==> config.mk <==
export PLATFORM = sky130hd
export DESIGN_NAME = text_stream_line_formatter_unit
export DESIGN_NICKNAME = d
export VERILOG_FILES = /design/src/design/tlf_pkg.sv /design/src/design/text_stream_line_formatter_unit.sv
export SDC_FILE = /design/constraint.sdc
export NUM_CORES = 1
export LEC_CHECK = 0
export BUFFER_PORTS_ARGS = -buffer_cell sky130_fd_sc_hd__buf_2
export CORE_UTILIZATION = 57
export CTS_BUF_LIST = sky130_fd_sc_hd__clkbuf_4 sky130_fd_sc_hd__clkbuf_8
export CTS_CLUSTER_DIAMETER = 150
export DETAILED_ROUTE_END_ITERATION = 8
export MAX_ROUTING_LAYER = met4
export PLACE_DENSITY = 0.76
export SLEW_MARGIN = 10
export SYNTH_ARGS = -nofsm -noshare
export SYNTH_HDL_FRONTEND = slang
export SYNTH_SLANG_ARGS = --single-unit
==> constraint.sdc <==
create_clock -name clk_i -period 2.7 [get_ports clk_i]
set_clock_uncertainty 0.05 [all_clocks]
set_input_delay 0.27 -clock clk_i [delete_from_list [all_inputs] [get_ports clk_i]]
set_output_delay 0.27 -clock clk_i [all_outputs]
set_load 0.02 [all_outputs]
==> src/design/tlf_pkg.sv <==
// Shared constants, types, microcode table and dispatch helpers of the line formatter.
package tlf_pkg;

  localparam int NUMBER_DIGITS = 6;
  localparam int CNT_W         = 4 * NUMBER_DIGITS;
  localparam int DIG_W         = (NUMBER_DIGITS > 1) ? $clog2(NUMBER_DIGITS) : 1;

  // mode register bits
  localparam int MODE_NUM_NB   = 0;
  localparam int MODE_NUM_ALL  = 1;
  localparam int MODE_ENDS     = 2;
  localparam int MODE_TABS     = 3;
  localparam int MODE_NONPRINT = 4;
  localparam int MODE_SQUEEZE  = 5;

  localparam logic [7:0] CH_TAB    = 8'h09;
  localparam logic [7:0] CH_NL     = 8'h0A;
  localparam logic [7:0] CH_SPACE  = 8'h20;
  localparam logic [7:0] CH_DOLLAR = 8'h24;
  localparam logic [7:0] CH_DASH   = 8'h2D;
  localparam logic [7:0] CH_ZERO   = 8'h30;
  localparam logic [7:0] CH_QMARK  = 8'h3F;
  localparam logic [7:0] CH_I      = 8'h49;
  localparam logic [7:0] CH_M      = 8'h4D;
  localparam logic [7:0] CH_CARET  = 8'h5E;
  localparam logic [7:0] CH_DEL    = 8'h7F;
  localparam logic [7:0] CH_CTL_LIM = 8'h20;

  typedef logic [3:0] uaddr_t;

  // microprogram addresses
  localparam uaddr_t U_HDOL  = 4'd0;
  localparam uaddr_t U_HNL   = 4'd1;
  localparam uaddr_t U_DIG   = 4'd2;
  localparam uaddr_t U_NTAB  = 4'd3;
  localparam uaddr_t U_DOL   = 4'd4;
  localparam uaddr_t U_TABI0 = 4'd5;
  localparam uaddr_t U_TABI1 = 4'd6;
  localparam uaddr_t U_CTL0  = 4'd7;
  localparam uaddr_t U_CTL1  = 4'd8;
  localparam uaddr_t U_DEL0  = 4'd9;
  localparam uaddr_t U_DEL1  = 4'd10;
  localparam uaddr_t U_META0 = 4'd11;
  localparam uaddr_t U_META1 = 4'd12;
  localparam uaddr_t U_MRAW  = 4'd13;
  localparam uaddr_t U_RAW   = 4'd14;

  typedef enum logic [2:0] {
    ES_LIT,
    ES_DIGIT,
    ES_CTL,
    ES_LOW7,
    ES_RAW
  } esrc_e;

  typedef enum logic [2:0] {
    NX_SEQ,
    NX_LOOP,
    NX_DISP,
    NX_BRMC,
    NX_END
  } nxt_e;

  typedef enum logic [2:0] {
    K_RAW,
    K_TABI,
    K_CTL,
    K_DEL,
    K_MCTL,
    K_MRAW
  } kind_e;

  typedef struct packed {
    esrc_e      esrc;
    logic [7:0] lit;
    nxt_e       nxt;
    uaddr_t     tgt;
  } ucw_t;

  // segments still to run for the current byte
  typedef struct packed {
    logic hold;
    logic hold_dol;
    logic num;
    logic dol;
  } pend_t;

  function automatic ucw_t ucode(uaddr_t a);
    ucw_t w;
    unique case (a)
      U_HDOL:  w = '{ES_LIT,   CH_DOLLAR, NX_SEQ,  U_HDOL};
      U_HNL:   w = '{ES_LIT,   CH_NL,     NX_DISP, U_HDOL};
      U_DIG:   w = '{ES_DIGIT, CH_SPACE,  NX_LOOP, U_HDOL};
      U_NTAB:  w = '{ES_LIT,   CH_TAB,    NX_DISP, U_HDOL};
      U_DOL:   w = '{ES_LIT,   CH_DOLLAR, NX_DISP, U_HDOL};
      U_TABI0: w = '{ES_LIT,   CH_CARET,  NX_SEQ,  U_HDOL};
      U_TABI1: w = '{ES_LIT,   CH_I,      NX_END,  U_HDOL};
      U_CTL0:  w = '{ES_LIT,   CH_CARET,  NX_SEQ,  U_HDOL};
      U_CTL1:  w = '{ES_CTL,   CH_CARET,  NX_END,  U_HDOL};
      U_DEL0:  w = '{ES_LIT,   CH_CARET,  NX_SEQ,  U_HDOL};
      U_DEL1:  w = '{ES_LIT,   CH_QMARK,  NX_END,  U_HDOL};
      U_META0: w = '{ES_LIT,   CH_M,      NX_SEQ,  U_HDOL};
      U_META1: w = '{ES_LIT,   CH_DASH,   NX_BRMC, U_CTL0};
      U_MRAW:  w = '{ES_LOW7,  CH_SPACE,  NX_END,  U_HDOL};
      U_RAW:   w = '{ES_RAW,   CH_SPACE,  NX_END,  U_HDOL};
      default: w = '{ES_RAW,   CH_SPACE,  NX_END,  U_HDOL};
    endcase
    return w;
  endfunction

  function automatic uaddr_t dispatch(pend_t p, kind_e k);
    uaddr_t a;
    priority if (p.hold) begin
      a = p.hold_dol ? U_HDOL : U_HNL;
    end else if (p.num) begin
      a = U_DIG;
    end else if (p.dol) begin
      a = U_DOL;
    end else begin
      unique case (k)
        K_TABI:         a = U_TABI0;
        K_CTL:          a = U_CTL0;
        K_DEL:          a = U_DEL0;
        K_MCTL, K_MRAW: a = U_META0;
        default:        a = U_RAW;
      endcase
    end
    return a;
  endfunction

  // drop the segment that dispatch just picked
  function automatic pend_t take(pend_t p);
    pend_t r;
    r = p;
    priority if (p.hold) begin
      r.hold = 1'b0;
    end else if (p.num) begin
      r.num = 1'b0;
    end else begin
      r.dol = 1'b0;
    end
    return r;
  endfunction

endpackage

==> src/design/text_stream_line_formatter_unit.sv <==
// Top level of the line formatter: input decode, microcoded output sequencer, output register.
//
// Usage: raw text bytes enter on the in_ channel (valid/ready) together with a
// start_of_file flag that clears line count and line flags before the byte is
// handled. Formatted bytes leave on the out_ channel, one per transfer, with
// last_of_run marking the final byte caused by an input byte. A newline held
// back by squeezing causes no output at all and the block is ready again at once.
// The mode register is written through cfg_we_i / cfg_wdata_i while idle; the user
// must keep to this, the block itself does not enforce it. An input byte causes
// one output byte if plain, up to 13 with a line number, held newline and an
// M-^X escape; the sequencer emits one byte per microcode step while the receiver
// keeps up. The input transfer loads the sequencer, whose first step fills the
// output register. The next input byte is taken while the last output byte still
// waits in the output register. A receiver stall freezes the sequencer; the
// waiting byte holds. Reset clears the mode register, the line state and the
// sequencer; no clearing pass is needed.
module text_stream_line_formatter_unit (
  input  logic       clk_i,
  input  logic       rst_ni,
  input  logic       cfg_we_i,
  input  logic [5:0] cfg_wdata_i,
  input  logic       in_valid_i,
  output logic       in_ready_o,
  input  logic [7:0] in_byte_i,
  input  logic       start_of_file_i,
  output logic       out_valid_o,
  input  logic       out_ready_i,
  output logic [7:0] out_byte_o,
  output logic       last_of_run_o
);
  import tlf_pkg::*;

  logic [5:0]       mode_q;
  logic [CNT_W-1:0] cnt_q, cnt_d;
  logic             inside_q, inside_d;
  logic             als_q, als_d;
  logic             prev_q, prev_d;
  logic             held_q, held_d;

  logic             busy_q;
  uaddr_t           upc_q, upc_d;
  pend_t            pend_q, pend_d, pend_start;
  kind_e            kind_q, kind_d;
  logic [7:0]       c_q;
  logic [DIG_W-1:0] idx_q;
  logic             lead_q;

  logic             ov_q;
  logic [7:0]       ob_q, ob_d;
  logic             ol_q;

  logic             accept, adv, swallow;
  ucw_t             w;
  logic [3:0]       dig, dig_sat;
  logic             blank;

  assign in_ready_o    = ~busy_q;
  assign accept        = in_valid_i & ~busy_q;
  assign adv           = busy_q & (~ov_q | out_ready_i);
  assign out_valid_o   = ov_q;
  assign out_byte_o    = ob_q;
  assign last_of_run_o = ol_q;

  // input decode and line state update
  always_comb begin
    logic [7:0]       c;
    logic [6:0]       h;
    logic             nl, sq, num, all9, carry;
    logic [CNT_W-1:0] cnt_b, inc;
    logic             inside_b, als_b, prev_b, held_b, hold_emit;
    c        = in_byte_i;
    h        = in_byte_i[6:0];
    nl       = (c == CH_NL);
    sq       = mode_q[MODE_SQUEEZE];
    cnt_b    = start_of_file_i ? '0 : cnt_q;
    inside_b = start_of_file_i ? 1'b0 : inside_q;
    als_b    = start_of_file_i ? 1'b1 : als_q;
    prev_b   = start_of_file_i ? 1'b0 : prev_q;
    held_b   = start_of_file_i ? 1'b0 : held_q;

    swallow   = sq & nl & prev_b;
    hold_emit = sq & ~nl & held_b;
    held_d    = swallow | (held_b & ~hold_emit);
    prev_d    = sq ? nl : prev_b;

    inside_d = inside_b;
    als_d    = als_b;
    num      = 1'b0;
    if (!swallow) begin
      if (mode_q[MODE_NUM_NB]) begin
        if (nl) begin
          inside_d = 1'b0;
        end else if (!inside_b) begin
          inside_d = 1'b1;
          num      = 1'b1;
        end
      end else if (mode_q[MODE_NUM_ALL]) begin
        num   = als_b;
        als_d = nl;
      end
    end

    // saturating BCD increment
    all9 = 1'b1;
    for (int i = 0; i < NUMBER_DIGITS; i++) begin
      if (cnt_b[4*i +: 4] != 4'd9) all9 = 1'b0;
    end
    inc   = cnt_b;
    carry = 1'b1;
    for (int i = 0; i < NUMBER_DIGITS; i++) begin
      if (carry) begin
        if (inc[4*i +: 4] >= 4'd9) begin
          inc[4*i +: 4] = 4'd0;
        end else begin
          inc[4*i +: 4] = inc[4*i +: 4] + 4'd1;
          carry         = 1'b0;
        end
      end
    end
    if (all9) inc = cnt_b;
    cnt_d = num ? inc : cnt_b;

    priority if (mode_q[MODE_TABS] && c == CH_TAB) begin
      kind_d = K_TABI;
    end else if (mode_q[MODE_NONPRINT] && c < CH_CTL_LIM && c != CH_TAB && c != CH_NL) begin
      kind_d = K_CTL;
    end else if (mode_q[MODE_NONPRINT] && c == CH_DEL) begin
      kind_d = K_DEL;
    end else if (mode_q[MODE_NONPRINT] && c[7]) begin
      if (h < CH_CTL_LIM[6:0] && h != CH_TAB[6:0] && h != CH_NL[6:0]) begin
        kind_d = K_MCTL;
      end else begin
        kind_d = K_MRAW;
      end
    end else begin
      kind_d = K_RAW;
    end

    pend_start.hold     = hold_emit;
    pend_start.hold_dol = mode_q[MODE_ENDS];
    pend_start.num      = num;
    pend_start.dol      = mode_q[MODE_ENDS] & nl;
  end

  // microcode step: output byte and next address
  always_comb begin
    w       = ucode(upc_q);
    dig     = cnt_q[{idx_q, 2'b00} +: 4];
    dig_sat = (dig > 4'd9) ? 4'd9 : dig;
    blank   = lead_q & (dig == 4'd0) & (idx_q != '0);
    unique case (w.esrc)
      ES_LIT:   ob_d = w.lit;
      ES_DIGIT: ob_d = blank ? CH_SPACE : CH_ZERO + {4'b0000, dig_sat};
      ES_CTL:   ob_d = {3'b010, c_q[4:0]};
      ES_LOW7:  ob_d = {1'b0, c_q[6:0]};
      default:  ob_d = c_q;
    endcase
    pend_d = pend_q;
    unique case (w.nxt)
      NX_SEQ:  upc_d = upc_q + 4'd1;
      NX_LOOP: upc_d = (idx_q != '0) ? upc_q : upc_q + 4'd1;
      NX_DISP: begin
        upc_d  = dispatch(pend_q, kind_q);
        pend_d = take(pend_q);
      end
      NX_BRMC: upc_d = (kind_q == K_MCTL) ? w.tgt : upc_q + 4'd1;
      default: upc_d = upc_q;
    endcase
  end

  always_ff @(posedge clk_i or negedge rst_ni) begin
    if (!rst_ni) begin
      mode_q   <= '0;
      cnt_q    <= '0;
      inside_q <= 1'b0;
      als_q    <= 1'b1;
      prev_q   <= 1'b0;
      held_q   <= 1'b0;
      busy_q   <= 1'b0;
      upc_q    <= U_RAW;
      pend_q   <= '0;
      kind_q   <= K_RAW;
      idx_q    <= '0;
      lead_q   <= 1'b0;
      ov_q     <= 1'b0;
      ol_q     <= 1'b0;
    end else begin
      if (cfg_we_i) mode_q <= cfg_wdata_i;
      // load on a step, drop on a transfer
      if (adv) begin
        ov_q <= 1'b1;
      end else if (out_ready_i) begin
        ov_q <= 1'b0;
      end
      if (accept) begin
        cnt_q    <= cnt_d;
        inside_q <= inside_d;
        als_q    <= als_d;
        prev_q   <= prev_d;
        held_q   <= held_d;
        if (!swallow) begin
          busy_q <= 1'b1;
          upc_q  <= dispatch(pend_start, kind_d);
          pend_q <= take(pend_start);
          kind_q <= kind_d;
          idx_q  <= DIG_W'(NUMBER_DIGITS - 1);
          lead_q <= 1'b1;
        end
      end else if (adv) begin
        ol_q  <= (w.nxt == NX_END);
        upc_q <= upc_d;
        pend_q <= pend_d;
        if (w.nxt == NX_END) busy_q <= 1'b0;
        if (w.esrc == ES_DIGIT) begin
          lead_q <= blank;
          if (idx_q != '0) idx_q <= idx_q - DIG_W'(1);
        end
      end
    end
  end

  // payload registers
  always_ff @(posedge clk_i) begin
    if (accept) c_q <= in_byte_i;
    if (adv) ob_q <= ob_d;
  end

endmodule

==> summary.txt, run 1 <==
GRT
  – GRT Total Usage: 0.309
  – Largest net degree at the start of global routing: 33
  – First-pass GRT wire length: between 15 and 20 mm
  – Vias in the first global route: 4099
  – GRT met3 Usage: 0.0539
  – Top Usage Layer GRT: met2
  – Initial antenna violation count: 0
  – Met2 GRT Util: 0.458
  – Total gr overflow: 0
  – Grt met1 use: 0.405

Final layout
  – Layout fillers: 667
  – Area growth from synthesis to layout: 11.4%
  – Non-filler instance count after layout: around 660
  – Register Area: approximately 1700 um^2
  – Final core occ: 0.662
  – Multi-input logic area: between 2000 and 3000 um^2
  – Final net count: between 500 and 600
  – Antenna Cells: 0
  – Share of cells above drive strength 1: 0.165

Setup path
  – WP buf/inv: 0
  – Most frequent CP cell: a21oi_1
  – Data required time of the critical path: about 2800 ps
  – Critical path capture point type: flip-flop
  – Crit path max fanout: 5
  – Setup CP Type: flip-flop to flip-flop
  – Critical path's slowest cell: mux4_1
  – Reg2Reg Setup Slack: 120 ps
  – Top delay family on crit path: compound AO/OA/AOI/OAI gates
  – Worst Setup Start Kind: flip-flop
  – Worst stage delay on the critical path: 620 ps
  – CP cell instances: mux4_1 -> or4_1 -> a21oi_1 -> a21oi_1 -> a311o_1
  – Critical Path AT: about 2600 ps

Timing
  – Slew margin rel.: 0.587
  – Slew Limit Fails: 0
  – Period utilisation layout: 0.956
  – RSZ-0062 raised after global routing: false
  – Final hold vios: 0
  – Post-route setup slack: 120 ps
  – Minimum clock period: ~2600 ps
  – Setup violations, final: 0
  – Fmax: between 0.3 and 0.4 GHz
  – Measured slew at the worst slew-check pin: between 600 and 700 ps

Yosys
  – Distinct cells, synth: 77
  – Synthesized cell area: ~4600 um^2
  – Number of synthesized flops with an enable pin: 16
  – Net Count, Synth: between 500 and 600
  – Syn Inst Count: between 500 and 600
  – Most common flop cell mapped by yosys: dfrtp_1
  – Yosys warning total: 0
  – Avg Inst Size Synth: 8.90 um^2
  – Seq/Total Area, Yosys: 0.376
  – Yosys reg bits: 66
  – Asr flop ratio synth: 0.758

Hold path
  – HP Class: input pin to flip-flop

Drt
  – WL/cell: ~18 um
  – TritonRoute pass-1 iters: 6
  – Vias/cell: ~6.4
  – DR DRC count: 0
  – Vias: approximately 4200
  – First DRT Iteration DRCs: about 320
  – WL final: about 12 mm
  – Routed Antenna Nets: 0

CTS
  – CTS tree: built
  – Clock slew at reported path FFs: approximately 70 ps
  – CTS Buffer Depth: 2
  – Htree depth: 3
  – Insertion delay to the later sink of the worst-skew pair: around 350 ps
  – CTS buffer count: 9
  – CTS Sinks: 66
  – Root Driver: clkbuf_8

Pwr
  – Power per cell area: between 900 and 1000 nW/um^2
  – Tot Pwr: about 4.7 mW
  – Switching portion of total power: 0.422
  – Comb power frac: 0.464
  – P_sw: 1.98 mW
  – Maximum vdd drop: about 0.00045 V
  – P_int: roughly 2.7 mW
  – Register share of total power: 0.353
  – Clk network pwr share: 0.184
  – Leak Pwr: between 2 and 2.5 nW

Place
  – Placed Instances: 640
  – Setup WS pre-CTS: -1.90 ps
  – Port-buffer cells: 30
  – Gp weighted congestion: roughly 0.96
  – Post-DP HPWL: about 8.5 mm

Floorplanning
  – DIE WIDTH: between 90 and 100 um
  – Core footprint: around 7800 um^2
  – # rows: 32
  – I/O pins: 31
  – Total die area: about 8500 um^2
  – Die height: a little over 90 um
  – Initial Util: 0.594

Outcome
  – Status: completed

Run
  – Max_cap viols: 0
## final timing paths
| path | from | end | depth (start not counted) |
|---|---|---|---|
| min in group asynchronous | rst_ni | lead_q | 2 |
| setup / recovery | idx_q[0] | out_byte_o[4] | 5 |
| max in group asynchronous | rst_ni | upc_q[1] | 3 |
| setup reg to reg | idx_q[0] | out_byte_o[4] | 5 |
| hold reg to reg | last_of_run_o | last_of_run_o | 2 |
| hold / removal | cfg_wdata_i[5] | mode_q[5] | 2 |
## state kept, by name, summed over array words and instances, names as in the netlist
signal / count
c_q: 8
idx_q: 3
last_of_run_o: 1
mode_q: 6
pend_q: 2
lead_q: 1
out_byte_o: 8
inside_q: 1
als_q: 1
prev_q: 1
upc_q: 4
cnt_q: 24
out_valid_o: 1
held_q: 1
kind_q: 3
busy_q: 1
## cells in the final DEF, fill, tap and decap left out, types with 5 or more instances in the layout
master,count
mux2i_1,5
nand3_1,19
a31oi_1,7
nand2_1,62
clkbuf_8,10
ha_1,25
a32o_1,5
nand2b_1,10
buf_4,18
inv_1,38
dfrtp_1,45
a21oi_1,28
mux2_2,7
o41ai_1,5
edfxtp_1,16
nor2_1,30
o21ai_0,41
nand4_1,5
nor3_1,13
buf_2,30
o2bb2ai_1,9
o211ai_1,5
nor2b_1,14
## cells in the mapped netlist (all sizes together), types with 5 or more instances
master	n	share of area
a21oi	28	0.030
a31oi	7	0.0095
a32o	5	0.011
buf	8	0.011
clkbuf	21	0.017
dfrtp	46	0.25
edfxtp	16	0.10
ha	25	0.068
inv	38	0.031
mux2	7	0.017
mux2i	5	0.011
nand2	62	0.050
nand2b	10	0.014
nand3	19	0.021
nand4	5	0.0068
nor2	30	0.024
nor2b	15	0.020
nor3	15	0.018
o211ai	5	0.0081
o21ai	45	0.049
o2bb2ai	9	0.017
o311ai	6	0.011
o41ai	5	0.0095
## per-stage QoR
stage | area [um^2] | setup TNS [ps] | hold slack, ps
2_1_floorplan | 4630 | -27.1 | -75.6
3_3_place_gp | 4920 | 0 | 223
3_5_place_dp | 4920 | -1.90 | 229
4_1_cts | 5130 | 0 | 87.6
5_1_grt | 5140 | 0 | 89.8
6_report | 5140 | 0 | 93.8
## what timing repair did
action	in CTS	in global routing
endpoints found under the hold margin	18	0
gates resized for setup	0	2
endpoints found under the setup margin	0	5
buffers inserted	0	1
hold buffers	1	0
## cell type report
cell class                 count  area share
clock buffer                  13      0.0312
inverter                      38      0.0277
multi-input combinational    386       0.509
timing repair buffer          50      0.0613
sequential                    66       0.338
clock inverter                 3     0.00779
tap                          102      0.0248
## cell families after synthesis
logic type               count (synthesis)  share of synthesized area
AND/OR/NAND/NOR                        184                      0.207
multiplexers                            16                     0.0482
buffers and inverters                   67                     0.0591
adder cells (fa/ha/maj)                 25                     0.0678
XOR/XNOR                                 2                    0.00379
AO/OA/AOI/OAI                          159                      0.238
flip-flops                              66                      0.376
## per-layer routing
| metal | part of all wire | vias up |
|---|---|---|
| li1 | - | 1999 |
| met1 | 0.45 | 1995 |
| met2 | 0.46 | 196 |
| met3 | 0.069 | 33 |
| met4 | 0.028 | 0 |
| met5 | 0 | - |
## power by group through the flow
stage                     combinational [mW]  sequential, mW  clock (mW)
after floorplan                         1.59            1.60           0
after global placement                  2.09            1.65           0
after detailed placement                2.13            1.67           0
after CTS                               2.15            1.65       0.870
after global routing                    2.42            1.70       0.913
final                                   2.18            1.66       0.864
## worst reg2reg max path, stage by stage, from the launching register on
cell and delay [ps]:
dfrtp_2 450, mux4_1 620, or4_1 500, a21oi_1 200, a21oi_1 150, a311o_1 350
No activity file was read; power rests on OpenSTA's default activity.
==> run 2, diff against run 1 <==
--- a/config.mk
+++ b/config.mk
@@ -10,8 +10,7 @@
 export CTS_BUF_LIST = sky130_fd_sc_hd__clkbuf_4 sky130_fd_sc_hd__clkbuf_8
 export CTS_CLUSTER_DIAMETER = 150
 export DETAILED_ROUTE_END_ITERATION = 8
-export MAX_ROUTING_LAYER = met4
-export PLACE_DENSITY = 0.76
+export PLACE_DENSITY = 0.79
 export SLEW_MARGIN = 10
 export SYNTH_ARGS = -nofsm -noshare
 export SYNTH_HDL_FRONTEND = slang
==> constraint.sdc (replaced) <==
create_clock -name clk_i -period 2.3 [get_ports clk_i]
set_clock_uncertainty 0.05 [all_clocks]
set_input_delay 0.23 -clock clk_i [delete_from_list [all_inputs] [get_ports clk_i]]
set_output_delay 0.23 -clock clk_i [all_outputs]
set_load 0.02 [all_outputs]
==> summary.txt, run 2 (synthesis gave the netlist of run 1 again) <==
Outcome
  – Status: complete, but fails checks
  – Failing checks: setup timing

Final layout
  – Max FFs per register: 24
  – Layout fillers: 508
  – Biggest register: cnt_q
  – Commonest non-fill, non-tap cell in the layout: buf_4
  – Antenna Cells: 0
  – Final Cell Area: between 5000 and 6000 um^2
  – Share of cells above drive strength 1: 0.334
  – Area growth from synthesis to layout: 28.7%
  – Final core occ: 0.765
  – Commonest non-fill, non-tap cells in the layout: buf_4 (88), nand2_1 (53), dfrtp_1 (42)
  – Final net count: 669

Run
  – Max_cap viols: 0

Timing
  – Post-route setup slack: -136 ps
  – Slew Limit Fails: 0
  – Final hold vios: 0
  – RSZ-0062 raised after global routing: true
  – Setup violations, final: 7
  – Fmax: 0.411 GHz
  – Measured slew at the worst slew-check pin: ~810 ps
  – Minimum clock period: approximately 2400 ps
  – Slew margin rel.: 0.446
  – Period utilisation layout: 1.06
  – Hold_ws: about 67 ps

Setup path
  – Reg2Reg Setup Slack: -140 ps
  – Crit path max fanout: 5
  – Critical Path AT: about 2500 ps
  – Critical path's slowest cell: or4_4
  – WP buf/inv: 0
  – Setup CP Type: flip-flop to flip-flop
  – RR Startpoint: idx_q[0]
  – Worst stage delay on the critical path: approximately 560 ps
  – R2r worst-path depth: 5
  – CP cell instances: mux4_2 -> or4_4 -> a21oi_4 -> a21oi_2 -> a211o_1
  – Worst Setup Start Kind: flip-flop
  – Crit Reg-Reg Endpoint: out_byte_o[0]
  – Data required time of the critical path: between 2000 and 2500 ps
  – Top delay family on crit path: compound AO/OA/AOI/OAI gates
  – Critical path capture point type: flip-flop

Pwr
  – Maximum vdd drop: between 0.0004 and 0.0005 V
  – Power per cell area: a little over 1000 nW/um^2
  – Leak Pwr: about 2.6 nW

Floorplanning
  – I/O pins: 31
  – Core footprint: roughly 7800 um^2
  – # rows: 32
  – Initial Util: 0.594
  – Die height: 92 um
  – Total die area: 8460 um^2
  – DIE WIDTH: roughly 90 um

Drt
  – First DRT Iteration DRCs: 543
  – TritonRoute pass-1 iters: 5
  – WL/cell: slightly below 20 um
  – Vias: 4776
  – DR DRC count: 0
  – Routed Antenna Nets: 0
  – WL final: between 10 and 15 mm
  – Vias/cell: 6.53

Place
  – Post-DP HPWL: 9.72 mm
  – Placed inst area: 5370 um^2
  – Gp weighted congestion: approximately 1.0
  – Port-buffer cells: 30

CTS
  – CTS Buffer Depth: 2
  – Clock slew at reported path FFs: 80 ps
  – Root Driver: clkbuf_8
  – CTS Sinks: 66
  – Htree depth: 3
  – CTS buffer count: 9
  – Insertion delay to the later sink of the worst-skew pair: approximately 350 ps
  – CTS tree: built

GRT
  – Largest net degree at the start of global routing: 32
  – GRT Total Usage: 0.338
  – Vias in the first global route: approximately 4600
  – First-pass GRT wire length: about 22 mm
  – Initial antenna violation count: 0
  – Total gr overflow: 0

Hold path
  – WHS Path Cells: 2
  – Worst Hold End: mode_q[0]
  – Hold Startpoint: cfg_wdata_i[0]
  – HP Class: input pin to flip-flop
run 2: cell count changes in the layout (fill, tap and decap cells not counted), sizes merged:
| cell | delta |
|---|---|
| buf | +73 |
run 2: final cells by class:
type | count | area, um^2 | share of cell area
clock inverters | 3 | 40.0 | 0.00674
inverters | 38 | 145 | 0.0244
clock buffers | 13 | 166 | 0.0280
well taps | 102 | 128 | 0.0215
multi-input cells | 386 | 2850 | 0.479
repair buffers | 123 | 875 | 0.147
flip-flops and latches | 66 | 1740 | 0.293
run 2: where the power goes:
| part | switching, mW | leakage (nW) | total (mW) | internal [mW] |
|---|---|---|---|---|
| clock network | 0.451 | 0.110 | 1.03 | 0.581 |
| logic | 1.79 | 1.74 | 3.11 | 1.31 |
| registers | 0.341 | 0.766 | 1.94 | 1.60 |
| total | 2.58 | 2.61 | 6.08 | 3.49 |
run 2: through the flow:
stage,power (mW),worst slack [ps],std cells,TNS (ps)
floorplan,3.79,-70.7,519,-230
global placement,4.55,-88.5,696,-307
detailed placement,4.67,-221,696,-2490
CTS,5.82,-139,722,-415
global route,6.43,-177,731,-1230
finish,6.08,-136,731,-446
run 2: repair_timing:
| item | CTS | global route |
|---|---|---|
| setup buffers | 9 | 9 |
| gates resized for setup | 20 | 37 |
| hold buffers | 1 | 0 |
| endpoints found under the setup margin | 30 | 31 |
| pin swaps | 4 | 19 |
| hold endpoints to repair | 22 | 0 |
run 2: worst max path at each step:
stage,end,cells past startpoint,startpoint
global placement,out_byte_o[4],5,idx_q[0]
finish,out_byte_o[0],5,idx_q[0]
detailed placement,cnt_q[22],10,cnt_q[0]
floorplan,out_byte_o[4],6,idx_q[0]
global route,out_byte_o[4],6,idx_q[0]
CTS,out_byte_o[4],5,idx_q[0]
run 2: routing by layer:
metal  track usage  wire length (um)  vias to the layer above  share of wire
li1              -                 -                     2137              -
met1         0.420              5580                     2267           0.39
met3        0.0713              1250                       61          0.089
met5             0                 0                        -              0
met2         0.550              6690                      311           0.47
met4         0.184               600                        0          0.042
